===== src/hdl/cfbm_pkg.sv =====
// ----------------------------------------------------------------------------
// cfbm_pkg
// Types and constants shared by the capture frequency band mapper modules.
// ----------------------------------------------------------------------------
`default_nettype none

package cfbm_pkg;

	localparam int unsigned CAP_W   = 16;
	localparam int unsigned FREQ_W  = 27;
	localparam int unsigned LOWF_W  = 26;
	localparam int unsigned STEP_W  = 20;
	localparam int unsigned TOL_W   = 20;
	localparam int unsigned POS_W   = 10;
	localparam int unsigned CFG_W   = 27;
	localparam int unsigned CFG_IDX_W = 3;
	// Threshold accumulator: a frequency plus the calibration tolerance needs one bit more.
	localparam int unsigned ACC_W   = FREQ_W + 1;

	// Register indexes of the configuration port.
	localparam logic [CFG_IDX_W-1:0] REG_REF_CLOCK_HZ     = 3'd0;
	localparam logic [CFG_IDX_W-1:0] REG_LOWEST_FREQUENCY = 3'd1;
	localparam logic [CFG_IDX_W-1:0] REG_BAND_STEP        = 3'd2;
	localparam logic [CFG_IDX_W-1:0] REG_CALIB_TOLERANCE  = 3'd3;
	localparam logic [CFG_IDX_W-1:0] REG_POS_MUTE         = 3'd4;
	localparam logic [CFG_IDX_W-1:0] REG_POS_LEVEL_ONE    = 3'd5;
	localparam logic [CFG_IDX_W-1:0] REG_POS_LEVEL_TWO    = 3'd6;
	localparam logic [CFG_IDX_W-1:0] REG_POS_LEVEL_THREE  = 3'd7;

	// Reset values of the registers.
	localparam logic [FREQ_W-1:0] RST_REF_CLOCK_HZ     = 27'd72000000;
	localparam logic [LOWF_W-1:0] RST_LOWEST_FREQUENCY = 26'd10000;
	localparam logic [STEP_W-1:0] RST_BAND_STEP        = 20'd600;
	localparam logic [TOL_W-1:0]  RST_CALIB_TOLERANCE  = 20'd300;
	localparam logic [POS_W-1:0]  RST_POS_MUTE         = 10'd40;
	localparam logic [POS_W-1:0]  RST_POS_LEVEL_ONE    = 10'd25;
	localparam logic [POS_W-1:0]  RST_POS_LEVEL_TWO    = 10'd28;
	localparam logic [POS_W-1:0]  RST_POS_LEVEL_THREE  = 10'd31;

	typedef struct packed {
		logic [CAP_W-1:0] capture_value;
		logic             calibrate_mode;
	} cap_item_t;

	typedef struct packed {
		logic [FREQ_W-1:0] frequency_hz;
		logic [POS_W-1:0]  servo_position;
		logic              in_tolerance;
	} res_item_t;

	// Settings used by the band classifier.
	typedef struct packed {
		logic [LOWF_W-1:0] lowest_frequency;
		logic [STEP_W-1:0] band_step;
		logic [TOL_W-1:0]  calib_tolerance;
		logic [POS_W-1:0]  pos_mute;
		logic [POS_W-1:0]  pos_level_one;
		logic [POS_W-1:0]  pos_level_two;
		logic [POS_W-1:0]  pos_level_three;
	} band_cfg_t;

	// Outcome of one classification.
	typedef struct packed {
		logic             upd;
		logic [POS_W-1:0] pos;
		logic             hit;
	} band_res_t;

endpackage

`default_nettype wire


===== src/hdl/cfbm_divider.sv =====
// ----------------------------------------------------------------------------
// cfbm_divider
// Bit-serial restoring divider: one quotient bit per clock cycle.
// ----------------------------------------------------------------------------
`default_nettype none

module cfbm_divider import cfbm_pkg::*; #(
	parameter int unsigned DIVISOR_W = 16
) (
	input  wire logic                 clk,
	input  wire logic                 arst_n,
	input  wire logic                 start,
	input  wire logic [FREQ_W-1:0]    dividend,
	input  wire logic [DIVISOR_W-1:0] divisor,
	output logic                      done,
	output logic [FREQ_W-1:0]         quotient
);

	localparam int unsigned CNT_W = $clog2(FREQ_W);
	localparam logic [CNT_W-1:0] LAST_STEP = CNT_W'(FREQ_W - 1);

	logic                 busy_q;
	logic                 done_q;
	logic [CNT_W-1:0]     cnt_q;
	logic [DIVISOR_W-1:0] rem_q;
	logic [DIVISOR_W-1:0] d_q;
	logic [FREQ_W-1:0]    nq_q;

	logic [DIVISOR_W:0]   rem_sh;
	logic [DIVISOR_W:0]   rem_sub;
	logic                 ge;
	logic [DIVISOR_W-1:0] rem_nxt;

	// The dividend leaves at the top of nq_q while quotient bits enter at the bottom.
	assign rem_sh  = {rem_q, nq_q[FREQ_W-1]};
	assign ge      = rem_sh >= {1'b0, d_q};
	assign rem_sub = rem_sh - {1'b0, d_q};
	assign rem_nxt = ge ? rem_sub[DIVISOR_W-1:0] : rem_sh[DIVISOR_W-1:0];

	always_ff @(posedge clk or negedge arst_n) begin
		if (!arst_n) begin
			busy_q <= 1'b0;
			done_q <= 1'b0;
			cnt_q  <= '0;
			rem_q  <= '0;
			d_q    <= '0;
			nq_q   <= '0;
		end else begin
			done_q <= 1'b0;
			if (start) begin
				busy_q <= 1'b1;
				cnt_q  <= '0;
				rem_q  <= '0;
				d_q    <= divisor;
				nq_q   <= dividend;
			end else if (busy_q) begin
				rem_q <= rem_nxt;
				nq_q  <= {nq_q[FREQ_W-2:0], ge};
				if (cnt_q == LAST_STEP) begin
					busy_q <= 1'b0;
					done_q <= 1'b1;
				end else begin
					cnt_q <= cnt_q + 1'b1;
				end
			end
		end
	end

	assign done     = done_q;
	assign quotient = nq_q;

endmodule

`default_nettype wire


===== src/hdl/cfbm_band.sv =====
// ----------------------------------------------------------------------------
// cfbm_band
// Sequential band classifier and calibration window check.
// ----------------------------------------------------------------------------
`default_nettype none

module cfbm_band import cfbm_pkg::*; (
	input  wire logic              clk,
	input  wire logic              arst_n,
	input  wire logic              start,
	input  wire logic [FREQ_W-1:0] freq,
	input  wire logic              calib,
	input  wire band_cfg_t         cfg,
	output logic                   done,
	output band_res_t              res
);

	localparam logic [2:0] K_BASE = 3'd0;
	localparam logic [2:0] K_LAST = 3'd4;

	logic              busy_q;
	logic              done_q;
	logic              calib_q;
	logic              lo_q;
	logic [2:0]        k_q;
	logic [FREQ_W-1:0] f_q;
	logic [ACC_W-1:0]  acc_q;
	band_res_t         res_q;

	logic [ACC_W-1:0]  f_ext;
	logic [STEP_W-1:0] addend;
	logic [ACC_W-1:0]  sum;
	logic              lo_chk;
	logic              hi_ok;
	logic [POS_W-1:0]  level_pos;

	assign f_ext  = {1'b0, f_q};
	assign addend = calib_q ? cfg.calib_tolerance : cfg.band_step;
	assign sum    = acc_q + ACC_W'(addend);
	// A lower limit below zero counts as no limit, so compare f plus tolerance instead.
	assign lo_chk = (f_ext + ACC_W'(cfg.calib_tolerance)) >= ACC_W'(cfg.lowest_frequency);
	assign hi_ok  = f_ext <= acc_q;

	always_comb begin
		unique case (k_q)
			3'd2:    level_pos = cfg.pos_level_one;
			3'd3:    level_pos = cfg.pos_level_two;
			3'd4:    level_pos = cfg.pos_level_three;
			default: level_pos = cfg.pos_mute;
		endcase
	end

	always_ff @(posedge clk or negedge arst_n) begin
		if (!arst_n) begin
			busy_q  <= 1'b0;
			done_q  <= 1'b0;
			calib_q <= 1'b0;
			lo_q    <= 1'b0;
			k_q     <= K_BASE;
			f_q     <= '0;
			acc_q   <= '0;
			res_q   <= '0;
		end else begin
			done_q <= 1'b0;
			if (start) begin
				busy_q  <= 1'b1;
				calib_q <= calib;
				k_q     <= K_BASE;
				f_q     <= freq;
				acc_q   <= ACC_W'(cfg.lowest_frequency);
			end else if (busy_q) begin
				if (calib_q) begin
					if (k_q == K_BASE) begin
						lo_q  <= lo_chk;
						acc_q <= sum;
						k_q   <= k_q + 1'b1;
					end else begin
						busy_q    <= 1'b0;
						done_q    <= 1'b1;
						res_q.upd <= lo_q && hi_ok;
						res_q.pos <= cfg.pos_mute;
						res_q.hit <= lo_q && hi_ok;
					end
				end else begin
					if (k_q == K_BASE) begin
						if (f_ext < acc_q) begin
							busy_q    <= 1'b0;
							done_q    <= 1'b1;
							res_q.upd <= 1'b0;
							res_q.pos <= cfg.pos_mute;
							res_q.hit <= 1'b0;
						end else begin
							acc_q <= sum;
							k_q   <= k_q + 1'b1;
						end
					end else if (hi_ok || k_q == K_LAST) begin
						busy_q    <= 1'b0;
						done_q    <= 1'b1;
						res_q.upd <= hi_ok;
						res_q.pos <= level_pos;
						res_q.hit <= 1'b0;
					end else begin
						acc_q <= sum;
						k_q   <= k_q + 1'b1;
					end
				end
			end
		end
	end

	assign done = done_q;
	assign res  = res_q;

endmodule

`default_nettype wire


===== src/hdl/capture_frequency_band_mapper.sv =====
// ----------------------------------------------------------------------------
// capture_frequency_band_mapper
// Measures frequency from pairs of capture values and maps it to a servo position.
// ----------------------------------------------------------------------------
// Each transfer on the capture channel carries one counter value latched at a
// rising edge. Edges are taken in pairs: the first edge of a pair is stored
// and gives no result, and the capture channel stays open. The closing edge
// gives the period as the difference modulo 2^COUNTER_BITS (a zero difference
// reuses the previous period, and with no period since reset the frequency is
// 0), and the reference clock rate is divided by it in a bit-serial restoring
// divider that produces one quotient bit per cycle. A short sequencer then
// compares the frequency against one threshold per cycle: in play mode it
// walks the four bands above the lowest frequency and selects the servo
// position (outside the bands the position is held), and in calibrate mode it
// checks the tolerance window and sets the silence position on a hit. From the
// transfer of a pair's closing edge the capture channel stays closed while the divider
// and the sequencer run and while the previous result is still waiting for its
// transfer; the result register parts the two channels, so a new pair may
// start while a result waits.
// Configuration registers must only be written while no measurement is in
// progress.
// ----------------------------------------------------------------------------
`default_nettype none

module capture_frequency_band_mapper import cfbm_pkg::*; #(
	parameter int unsigned COUNTER_BITS = 16
) (
	input  wire logic                 clk,
	input  wire logic                 arst_n,
	// capture channel
	input  wire logic                 cap_valid,
	output logic                      cap_stall,
	input  wire cap_item_t            cap_item,
	// result channel
	output logic                      res_valid,
	input  wire logic                 res_stall,
	output res_item_t                 res_item,
	// configuration
	input  wire logic                 cfg_wr_en,
	input  wire logic [CFG_IDX_W-1:0] cfg_index,
	input  wire logic [CFG_W-1:0]     cfg_wdata
);

	typedef enum logic [1:0] {
		ST_IDLE,
		ST_DIV,
		ST_CLASS,
		ST_WAIT
	} state_t;

	state_t                  state_q;
	logic                    edge_pending_q;
	logic [COUNTER_BITS-1:0] first_edge_q;
	logic [COUNTER_BITS-1:0] last_period_q;
	logic [COUNTER_BITS-1:0] divisor_q;
	logic                    zero_q;
	logic                    calib_q;
	logic                    div_start_q;
	logic                    band_start_q;
	logic [FREQ_W-1:0]       freq_q;
	logic [POS_W-1:0]        held_q;
	logic                    hit_q;
	logic                    res_valid_q;
	res_item_t               res_item_q;

	logic [FREQ_W-1:0]       ref_clock_q;
	band_cfg_t               band_cfg_q;

	logic [COUNTER_BITS-1:0] cap_ext;
	logic [COUNTER_BITS-1:0] diff;
	logic                    cap_xfer;
	logic                    div_done;
	logic [FREQ_W-1:0]       quotient;
	logic                    band_done;
	band_res_t               band_res;

	// Narrow counters keep only their own bits of the capture; wide ones see it zero-extended.
	generate
		if (COUNTER_BITS <= CAP_W) begin : g_cap_narrow
			assign cap_ext = cap_item.capture_value[COUNTER_BITS-1:0];
		end else begin : g_cap_wide
			assign cap_ext = {{(COUNTER_BITS-CAP_W){1'b0}}, cap_item.capture_value};
		end
	endgenerate

	assign diff      = cap_ext - first_edge_q;
	assign cap_stall = (state_q != ST_IDLE);
	assign cap_xfer  = cap_valid && !cap_stall;

	// Configuration registers, truncated to their own widths.
	always_ff @(posedge clk or negedge arst_n) begin
		if (!arst_n) begin
			ref_clock_q                <= RST_REF_CLOCK_HZ;
			band_cfg_q.lowest_frequency <= RST_LOWEST_FREQUENCY;
			band_cfg_q.band_step       <= RST_BAND_STEP;
			band_cfg_q.calib_tolerance <= RST_CALIB_TOLERANCE;
			band_cfg_q.pos_mute        <= RST_POS_MUTE;
			band_cfg_q.pos_level_one   <= RST_POS_LEVEL_ONE;
			band_cfg_q.pos_level_two   <= RST_POS_LEVEL_TWO;
			band_cfg_q.pos_level_three <= RST_POS_LEVEL_THREE;
		end else if (cfg_wr_en) begin
			unique case (cfg_index)
				REG_REF_CLOCK_HZ:     ref_clock_q <= cfg_wdata[FREQ_W-1:0];
				REG_LOWEST_FREQUENCY: band_cfg_q.lowest_frequency <= cfg_wdata[LOWF_W-1:0];
				REG_BAND_STEP:        band_cfg_q.band_step <= cfg_wdata[STEP_W-1:0];
				REG_CALIB_TOLERANCE:  band_cfg_q.calib_tolerance <= cfg_wdata[TOL_W-1:0];
				REG_POS_MUTE:         band_cfg_q.pos_mute <= cfg_wdata[POS_W-1:0];
				REG_POS_LEVEL_ONE:    band_cfg_q.pos_level_one <= cfg_wdata[POS_W-1:0];
				REG_POS_LEVEL_TWO:    band_cfg_q.pos_level_two <= cfg_wdata[POS_W-1:0];
				REG_POS_LEVEL_THREE:  band_cfg_q.pos_level_three <= cfg_wdata[POS_W-1:0];
				default: ;
			endcase
		end
	end

	// Measurement sequencer and result register.
	always_ff @(posedge clk or negedge arst_n) begin
		if (!arst_n) begin
			state_q        <= ST_IDLE;
			edge_pending_q <= 1'b0;
			first_edge_q   <= '0;
			last_period_q  <= '0;
			divisor_q      <= '0;
			zero_q         <= 1'b0;
			calib_q        <= 1'b0;
			div_start_q    <= 1'b0;
			band_start_q   <= 1'b0;
			freq_q         <= '0;
			held_q         <= RST_POS_MUTE;
			hit_q          <= 1'b0;
			res_valid_q    <= 1'b0;
			res_item_q     <= '0;
		end else begin
			div_start_q  <= 1'b0;
			band_start_q <= 1'b0;
			if (res_valid_q && !res_stall) begin
				res_valid_q <= 1'b0;
			end
			unique case (state_q)
				ST_IDLE: begin
					if (cap_xfer) begin
						if (!edge_pending_q) begin
							first_edge_q   <= cap_ext;
							edge_pending_q <= 1'b1;
						end else begin
							edge_pending_q <= 1'b0;
							if (diff != '0) begin
								last_period_q <= diff;
								divisor_q     <= diff;
							end else begin
								divisor_q <= last_period_q;
							end
							zero_q      <= (diff == '0) && (last_period_q == '0);
							calib_q     <= cap_item.calibrate_mode;
							div_start_q <= 1'b1;
							state_q     <= ST_DIV;
						end
					end
				end
				ST_DIV: begin
					if (div_done) begin
						freq_q       <= zero_q ? '0 : quotient;
						band_start_q <= 1'b1;
						state_q      <= ST_CLASS;
					end
				end
				ST_CLASS: begin
					if (band_done) begin
						if (band_res.upd) begin
							held_q <= band_res.pos;
						end
						hit_q   <= band_res.hit;
						state_q <= ST_WAIT;
					end
				end
				ST_WAIT: begin
					if (!res_valid_q || !res_stall) begin
						res_valid_q                <= 1'b1;
						res_item_q.frequency_hz    <= freq_q;
						res_item_q.servo_position  <= held_q;
						res_item_q.in_tolerance    <= hit_q;
						state_q                    <= ST_IDLE;
					end
				end
				default: state_q <= ST_IDLE;
			endcase
		end
	end

	cfbm_divider #(
		.DIVISOR_W(COUNTER_BITS)
	) u_divider (
		.clk      (clk),
		.arst_n   (arst_n),
		.start    (div_start_q),
		.dividend (ref_clock_q),
		.divisor  (divisor_q),
		.done     (div_done),
		.quotient (quotient)
	);

	cfbm_band u_band (
		.clk    (clk),
		.arst_n (arst_n),
		.start  (band_start_q),
		.freq   (freq_q),
		.calib  (calib_q),
		.cfg    (band_cfg_q),
		.done   (band_done),
		.res    (band_res)
	);

	assign res_valid = res_valid_q;
	assign res_item  = res_item_q;

endmodule

`default_nettype wire


===== config.mk =====
export PLATFORM = sky130hd
export DESIGN_NAME = capture_frequency_band_mapper
export DESIGN_NICKNAME = d
export VERILOG_FILES = /design/src/hdl/cfbm_pkg.sv /design/src/hdl/cfbm_divider.sv /design/src/hdl/cfbm_band.sv /design/src/hdl/capture_frequency_band_mapper.sv
export SDC_FILE = /design/constraint.sdc
export NUM_CORES = 1
export LEC_CHECK = 0
export ABC_AREA = 1
export BUFFER_PORTS_ARGS = -buffer_cell sky130_fd_sc_hd__buf_2
export CAP_MARGIN = 20
export CORE_MARGIN = 10
export CORE_UTILIZATION = 55
export DETAILED_ROUTE_END_ITERATION = 12
export PLACE_DENSITY = 0.72
export SLEW_MARGIN = 20
export SYNTH_ARGS = -nofsm -noshare
export SYNTH_HDL_FRONTEND = slang
export SYNTH_SLANG_ARGS = --single-unit

===== constraint.sdc =====
create_clock -name clk -period 2.74 [get_ports clk]
set_input_delay 0.137 -clock clk [delete_from_list [all_inputs] [get_ports clk]]
set_output_delay 0.137 -clock clk [all_outputs]
set_load 0.01 [all_outputs]

* Word level (Yosys, flattened, before mapping)
Index checks and enable logic that the tools add are counted.
** Operators by class
- $add $sub $neg :: 6
- Multipliers :: 0
- Div/mod/pow operators :: 0
- Magnitude comparators :: 4
- Equality and inequality tests :: 25
- Shifts and indexed selects :: 0
- Mux-type cells :: 66
- Bitwise gates (word level) :: 2
- Reductions and logical operators :: 40
** Operators with widths (count)
- $mux 28 :: 7
- $mux 27 :: 3
- $mux 16 :: 4
- $mux 12 :: 5
- $logic_not 16->1 :: 2
- $sub 16x16->16 :: 2
- $pmux 10 s3 :: 1
- $mux 1 :: 29
- $add 27x20->28 :: 1
- $add 28x20->28 :: 1
- $ge 28x26->1 :: 1
- $le 27x28->1 :: 1
- $lt 27x28->1 :: 1
- $reduce_and 2->1 :: 13
- $mux 3 :: 7
- $mux 20 :: 1
- $ge 17x16->1 :: 1
- $reduce_bool 16->1 :: 1
- $eq 3x3->1 const B :: 5
- $mux 5 :: 3
- $eq 3x2->1 const B :: 4
- $ne 2x2->1 const B :: 6
- $reduce_and 4->1 :: 3
- $mux 2 :: 5
- 21 further kinds :: 36
** Storage, ports and cells
- Flip-flop bits (word level) :: 389
- Latch bits :: 0
- RAM bits :: 0
- ROM bits :: 0
- Input port bits :: 52
- Word-level logic and storage cells :: 182
- Memories :: 0

* Depth between registers and ports, before layout
Gate-level depths: netlist (run 1).
- Depth after elaboration :: 7
- Mapped depth :: 22
- Mapped depth without buffers :: 22

* Cells and area by module
Synthesis (run 1) repeated with hierarchy kept, for this count alone.
** Unflattened totals
- Cell total of the unflattened synthesis :: 2914
- Area, all modules :: 22288.9 um^2
** Modules (own cells, without submodules)
- capture_frequency_band_mapper :: times used 1, cells an instance 1155, area an instance 10398.7 um^2
- cfbm_band :: times used 1, cells an instance 1206, area an instance 7771.2 um^2
- cfbm_divider :: times used 1, cells an instance 553, area an instance 4119.0 um^2

* Least setup slack after synthesis (run 1)
No wires, ideal clock.
- Path type :: reg-to-reg
- Start :: register band_cfg_q[40] in the netlist's numbering
- End :: register u_band.lo_q
- Setup time :: 0.121 ns
- Data arrival time :: 2.887 ns
- Slack :: -0.268 ns
- Cell stages (with the launch flop) :: 22
- Path buffers :: 0
- Clock period less this slack :: 3.008 ns
- Cells stage by stage :: dfrtp_1 -> ha_1 -> fa_1 -> nand3_1 -> nand2_1 -> a21oi_1 -> o21ai_1 -> a21oi_1 -> o21ai_1 -> nand2_1 -> nand3_1 -> nand2_1 -> inv_1 -> ha_1 -> nand2_1 -> nor2_1 -> a211oi_1 -> nand2_1 -> nand2_1 -> nand3_1 -> nor2_1 -> a21oi_1
** On the way
- Word-level cells in the longest chain between the ends :: 2
** RTL lines
- start, declared :: RTL line capture_frequency_band_mapper.sv:67 : band_cfg_t band_cfg_q;
- $add 27x20->28 :: RTL line cfbm_band.sv:41 : assign lo_chk = (f_ext + ACC_W'(cfg.calib_tolerance)) >= ACC_W'(cfg.lowest_frequency);
- $ge 28x26->1 :: RTL line cfbm_band.sv:41
- end signal, assigned :: RTL line cfbm_band.sv:74 : lo_q <= lo_chk;
- end, declared :: RTL line cfbm_band.sv:24 : logic lo_q;
Every way passes these cells.
A chain may end at the register's enable or synchronous reset.

* Final worst setup path (run 1)
- Start :: register band_cfg_q[43] in the netlist's numbering
- End :: register u_band.lo_q
Same word-level chain as after synthesis.

==> results of run 1 <==
-- worst max-delay path, stage by stage (launching register included) --
cell,delay (ns)
dfstp_2,0.53
ha_1,0.28
a21oi_2,0.19
nand2_2,0.09
a21oi_4,0.23
o21ai_4,0.09
a21oi_4,0.18
o21ai_2,0.10
buf_4,0.16
xor2_2,0.14
ha_1,0.27
nand2_1,0.06
buf_4,0.13
nor4_2,0.25
nand2_1,0.08
a21oi_1,0.15
-- sequential cells by signal (all words and copies together) (netlist names), 2 cells and up --
name,cells
held_q,10
u_divider.d_q,16
u_divider.rem_q,16
divisor_q,16
band_cfg_q,106
first_edge_q,16
ref_clock_q,27
freq_q,27
u_band.k_q,3
res_item,38
u_band.res,12
u_divider.cnt_q,5
u_band.acc_q,28
u_band.f_q,27
state_q,2
u_divider.quotient,27
-- path summary, 6_finish.rpt --
check	end	depth (start not counted)
hold / removal	band_cfg_q[8]$_DFFE_PN0P_	3
setup reg to reg	u_band.lo_q$_DFFE_PN0P_	15
hold reg to reg	res_item[36]$_DFFE_PN0P_	2
min in group asynchronous	res_item[6]$_DFFE_PN0P_	2
max in group asynchronous	u_divider.rem_q[8]$_DFFE_PN0P_	3
setup / recovery	u_band.lo_q$_DFFE_PN0P_	15
-- report_power, final --
part           internal [W]  total [W]  switching, W
registers           0.00724    0.00822      0.000987
logic               0.00374    0.00969       0.00595
clock network       0.00369    0.00618       0.00249
-- logic make-up after synthesis --
group / synth area share (%)
adder cells (fa/ha/maj): 8.27
multiplexers: 0.265
AO/OA/AOI/OAI: 13.7
buffers and inverters: 6.75
XOR/XNOR: 2.31
flip-flops: 46.0
AND/OR/NAND/NOR: 22.7
-- layer usage --
layer  up-vias  track usage [%]
li1       9325                -
met1      9271             34.1
met2       556             42.5
met3       105             4.08
met4         0             8.55
met5         -                0
-- cell usage in the layout, fill, tap and decap left out, types with 5 or more instances in the layout --
cell and instances:
nand3b_1 14, o211ai_1 5, dlygate4sd3_1 41, clkbuf_16 44, inv_1 265, nand4_1 36
buf_12 9, o21bai_1 6, xnor2_1 20, o22ai_1 29, dfrtp_1 350, a21oi_1 108
clkbuf_1 5, nor4_1 6, nor3_1 40, nor3_4 5, or2_2 6, ha_1 113
nor2_4 5, nand2_1 717, a21oi_2 18, nor2_2 15, xor2_1 34, nand2_2 30
inv_6 6, nor2_1 146, o21ai_1 15, dfstp_2 35, o21ai_0 329, mux2_2 5
nand3_2 9, o21ai_2 7, a211oi_1 5, buf_2 90, nand3_1 120, buf_4 161
inv_2 13, ha_4 20, a21oi_4 7, clkbuf_8 15
-- area by class of cell --
class	count	area [µm²]
antenna	1	2.50
inverter	279	1050
clock buffer	63	1300
multi-input combinational	1913	10800
tap	511	639
clock inverter	16	209
sequential	389	9780
fill	3034	11800
timing repair buffer	307	2330
-- through the flow --
step                power [W]  util (%)  hold slack, ns
finish                 0.0241      68.9     -0.00000350
detailed placement     0.0171      61.4           0.207
global route           0.0258      68.9          0.0574
CTS                    0.0234      66.9       0.0000597
floorplan              0.0143         -          -0.159
global placement       0.0168      61.4           0.206
-- what timing repair did --
action | in CTS | in global routing
hold buffers | 41 | 0
setup endpoints to repair | 17 | 69
buffers inserted | 5 | 11
hold endpoints to repair | 154 | 0
cloned | 0 | 2
pin swaps | 15 | 43
gates resized for setup | 26 | 155
==> reports/metrics.yaml, run 1 <==
fin_ws_ns: -0.284
drv_slew: 0
ir_drop_mv: 0.799
r2r_setup_slack_ns: -0.28
drcViolationCount: 0
whs_ns: -0.00000350
route.met3.wl_um: 3460
p_leak_nw: 12.9
synth_area_per_cell_um2: 7.93
critPathCaptureType: "flop"
syn2layout_area_growth_pct: 23.0
rows: 71
clk_path_buf_depth: 3
clk_pin_slew_ns: 0.06
rsz0062_at_grt: "true"
firstDrtPassIters: 6
drt_iter0_drc: 1844
holdCritPathClass: "primary input to flop"
synth_nets: 2868
synthMostInstantiatedCell: "nand2_1"
die_y_um: 217
maxCapViolCount: 0
worstPathRequired_ns: 3.24
synth_top_area_share_pct: 41.7
grt_usage_pct: 25.8
wl_met2_um: 29600
die_w_um: 217
synthFlopType: "dfrtp_1"
ys_types: 50
vias: 19300
async_flop_share_pct: 100
netlist_top_cells_count: "nand2_1, dfrtp_1, o21ai_0, inv_1, nor2_1"
powerDensity_nw_per_um2: 922
violations: "negative hold slack, negative setup slack"
synth-edff-count: 0
hold_viol: 1
die_area_um2: 46900
synth_cells: 2678
grt_overflow: 0
cts_buffers: 43
h-tree-depth: 2
yosysTopAreaCell: "dfrtp_1"
synth.area.top_cells: "dfrtp_1, nand2_1, o21ai_0"
start_util_pct: 56.0
highest_layer: "met4"
grt_pass1_wl_um: 98200
seq_area_frac_synth_pct: 46.0
period_needed_ns: 3.02
fin_skew_ns: 0.0183
routabilityCongestion: 0.927
crit_fanout: 4
startpoint_type: "flop"
grt_antenna_before_repair: 1
startpoint: "band_cfg_q[43]$_DFFE_PN1P_"
antenna_left: 0
cts_tree: "built"
via_per_inst: 5.54
arrival_ns: 3.52
grt_max_degree: 89
insertion_delay_ns: 0.59
final_area_um2: 26100
fin_nets: 3123
tightest_slew_ns: 0.807
rr_startpoint: "band_cfg_q[43]$_DFFE_PN1P_"
drive_above_1_share_pct: 18.3
grt_pass1_vias: 18700
stdcell_count: 3479
synth_area_um2: 21200
fin_crit_sh_pct: 110
slew-limit-headroom_pct: 46.1
routed_wl_um: 62300
cts-root-buf: "clkbuf_16"
hpwl_um: 44100
synth_seq_cells: 389
clock-sinks: 389
dp_slack_ns: -0.399
status: "finished with violations"
yosys_warnings: 0
port_buffers: 91
placed_cells_incl_taps: 3340
max_freq_mhz: 331
num_io_pins: 92
setup_viol: 1
min_from: "cfg_wdata[8]"
met1_length_um: 27400
place_area_um2: 23300
core_um2: 37900
wl_per_cell_um: 17.9
fin_tns_setup_ns: -0.284
path_class: "flop to flop"
Note: power is estimated with default switching activity, not from simulation.
==> inputs of run 2 (changes only) <==
--- a/config.mk
+++ b/config.mk
@@ -11,8 +11,10 @@
 export CORE_MARGIN = 10
 export CORE_UTILIZATION = 55
 export DETAILED_ROUTE_END_ITERATION = 12
+export MAX_ROUTING_LAYER = met4
 export PLACE_DENSITY = 0.72
 export SLEW_MARGIN = 20
 export SYNTH_ARGS = -nofsm -noshare
 export SYNTH_HDL_FRONTEND = slang
+export SYNTH_HIERARCHICAL = 1
 export SYNTH_SLANG_ARGS = --single-unit
==> reports/metrics.yaml, run 2 <==
top_register: "band_cfg_q"
insertion_delay_ns: 0.59  # about the same
num_io_pins: 92  # unchanged
arrival_ns: 3.58  # +0.06 ns
drt_iter0_drc: 1606  # -13%
rsz0062_at_grt: "true"
synth.area.top_cells: "dfrtp_1, nand2_1, ha_1"
holdCritPathClass: "primary input to flop"
crit_family: "compound AO/OA/AOI/OAI gates"
start_util_pct: 55.8  # -0.17 points
hold_viol: 0  # -1
period_needed_ns: 3.12  # +0.0993 ns
worstPathRequired_ns: 3.20  # -0.04 ns
synth_nets: 3104  # +8.2%
synth_area_per_cell_um2: 7.65  # -3.6%
port_buffers: 91  # unchanged
maxCapViolCount: 0  # unchanged
cts-root-buf: "clkbuf_16"
fin_crit_sh_pct: 114  # +3.6 points
clk_pin_slew_ns: 0.06  # about the same
grt_pass1_wl_um: 108000  # +9.8%
tightest_slew_ns: 0.880  # +0.0728 ns
whs_path_depth: 3  # unchanged
clock-sinks: 389  # unchanged
largest_reg_flops: 106  # unchanged
grt_max_degree: 77  # -13%
synth-xor-area-share_pct: 1.61  # -0.70 points
cts_tree: "built"
fin_ws_ns: -0.383  # -0.0994 ns
synthMuxAreaShare_pct: 0.202  # -0.063 points
ir_drop_mv: 0.963  # +20%
synth-adder-area-share_pct: 7.88  # -0.39 points
synthMostInstantiatedCell: "nand2_1"
max_freq_mhz: 320  # -3.2%
async_flop_share_pct: 100  # unchanged
fin_skew_ns: 0.0250  # +0.00675 ns
grt_usage_pct: 27.6  # +1.9 points
routed_wl_um: 67800  # +8.8%
netlist_top_cells_count: "nand2_1, dfrtp_1, inv_1, o21ai_0, nand3_1"
final_cell_mix: "nand2_1, dfrtp_1, inv_1"
wl_per_cell_um: 17.9  # +0.18%
via_per_inst: 5.46  # -1.3%
drive_above_1_share_pct: 20.7  # +2.4 points
seq_area_frac_synth_pct: 43.9  # -2.2 points
cts_buffers: 43  # unchanged
vias: 20600  # +7.2%
whs_ns: 0.0348  # +0.0348 ns
startpoint_type: "flop"
synthFlopType: "dfrtp_1"
synth_seq_cells: 389  # unchanged
grt_antenna_before_repair: 2  # +1
die_y_um: 221  # +2.2%
routabilityCongestion: 0.964  # +3.9%
synth-edff-count: 0  # unchanged
synth_area_um2: 22300  # +4.9%
reg2regPathDepth: 20  # +5
status: "finished with violations"
hpwl_um: 49000  # +11%
crit_slowest_cell: "dfstp_2"
path_buf_inv: 1  # -1
yosysTopAreaCell: "dfrtp_1"
antenna_left: 0  # unchanged
grt_overflow: 0  # unchanged
die_area_um2: 49000  # +4.4%
fin_nets: 3407  # +9.1%
firstDrtPassIters: 5  # -1
p_leak_nw: 14.2  # +9.8%
path_depth: 20  # +5
clk_path_buf_depth: 3  # unchanged
slew-limit-headroom_pct: 41.2  # -4.8 points
synth-compound-area-share_pct: 12.1  # -1.6 points
rows: 73  # +2.8%
yosys_warnings: 6  # +6
fin_util_pct: 69.4  # +0.53 points
synth_cells: 2914  # +8.8%
ys_types: 55  # +10%
path_class: "flop to flop"
die_w_um: 221  # +2.2%
synth_top_area_share_pct: 39.7  # -1.9 points
drcViolationCount: 0  # unchanged
crit_fanout: 5  # +1
h-tree-depth: 2  # unchanged
drv_slew: 0  # unchanged
setup_viol: 1  # unchanged
synth-simple-area-share_pct: 26.2  # +3.5 points
layout_commonest_cell: "nand2_1"
powerDensity_nw_per_um2: 913  # -0.95%
grt_pass1_vias: 20500  # +9.7%
core_um2: 39900  # +5.2%
antennaDiodeCount: 0  # -1
violations: "negative setup slack"
synth_top_family_by_area: "simple AND/OR/NAND/NOR gates"
crit_path_max_incr_delay_ns: 0.53  # about the same
critPathCaptureType: "flop"
syn2layout_area_growth_pct: 24.3
crit_chain: "ha_1 -> a21oi_2 -> nand2_2 -> a21oi_4 -> o21ai_4 -> a21boi_2 -> o21ai_2 -> nand2_1 -> nand3_1 -> nand2_1 -> inv_1 -> ha_1 -> nand2_1 -> nor2_1 -> a211oi_2 -> a21oi_1 -> nor2_1 -> nand3_1 -> nor2_1 -> a21oi_1"
-- run 2: through the flow --
stage | power, W | worst slack, ns | cells | instance area (µm²) | setup TNS (ns)
after global placement | 0.0180 | -0.530 | 3638 | 24700 | -0.752
after detailed placement | 0.0183 | -0.582 | 3638 | 24700 | -1.06
after global routing | 0.0271 | -0.693 | 3777 | 27700 | -1.02
final | 0.0253 | -0.383 | 3777 | 27700 | -0.383
after CTS | 0.0248 | -0.398 | 3762 | 26900 | -0.425
after floorplan | 0.0151 | -0.193 | 2914 | 22300 | -0.193
-- run 2: worst paths after layout --
kind                                              end  slack, ns                       start
setup / recovery              u_band/lo_q$_DFFE_PN0P_      -0.38  band_cfg_q[43]$_DFFE_PN1P_
max in group asynchronous  band_cfg_q[35]$_DFFE_PN1P_       1.69                      arst_n
hold reg to reg             u_band/f_q[7]$_DFFE_PN0P_       0.48       freq_q[7]$_DFFE_PN0P_
hold / removal              band_cfg_q[8]$_DFFE_PN0P_       0.03                cfg_wdata[8]
min in group asynchronous  band_cfg_q[81]$_DFFE_PN0P_       0.11                      arst_n
setup reg to reg              u_band/lo_q$_DFFE_PN0P_      -0.38  band_cfg_q[43]$_DFFE_PN1P_
-- run 2: logic make-up (layout without fill, tap and decap cells) --
| kind of cell | after synthesis | after routing |
|---|---|---|
| buf+inv | 462 | 797 |
| flops | 389 | 389 |
| fa+ha+maj | 138 | 138 |
| simple gates | 1378 | 1381 |
| mux | 4 | 4 |
| compound gates | 502 | 502 |
| xor+xnor | 41 | 41 |
-- run 2: worst reg2reg max path: cells and delay by family (launching register included) --
| family | cells | cell delay, ns |
|---|---|---|
| fa+ha+maj | 2 | 0.57 |
| compound gates | 8 | 1.13 |
| buf+inv | 1 | 0.04 |
| flops | 1 | 0.53 |
| simple gates | 9 | 0.74 |
-- run 2: layer usage --
metal | vias to the layer above | part of all wire, % | track usage, %
li1 | 10000 | - | -
met1 | 9905 | 43 | 34.8
met2 | 588 | 48 | 45.4
met3 | 127 | 5.8 | 3.97
met4 | 0 | 2.7 | 8.43
met5 | - | 0 | -
-- run 2: timing repair --
item | 4_1_cts | 5_1_grt
endpoints found under the hold margin | 150 | 0
resized for setup | 62 | 164
cloned | 2 | 3
setup buffers | 3 | 12
pin swaps | 12 | 63
setup endpoints to repair | 14 | 48
hold buffers | 39 | 0
-- run 2: cell type report --
type,count,area (µm²)
Tap cell,525,657
Multi-Input combinational cell,2066,11700
Inverter,363,1370
Fill cell,3271,12200
Clock inverter,20,283
Sequential cell,389,9780
Clock buffer,60,1220
Timing Repair Buffer,354,2740
-- run 2: report_power, final --
part	total, W	switching (W)	internal, W
logic	0.0113	0.00713	0.00413
clock network	0.00611	0.00248	0.00362
registers	0.00794	0.000853	0.00708
total	0.0253	0.0105	0.0148
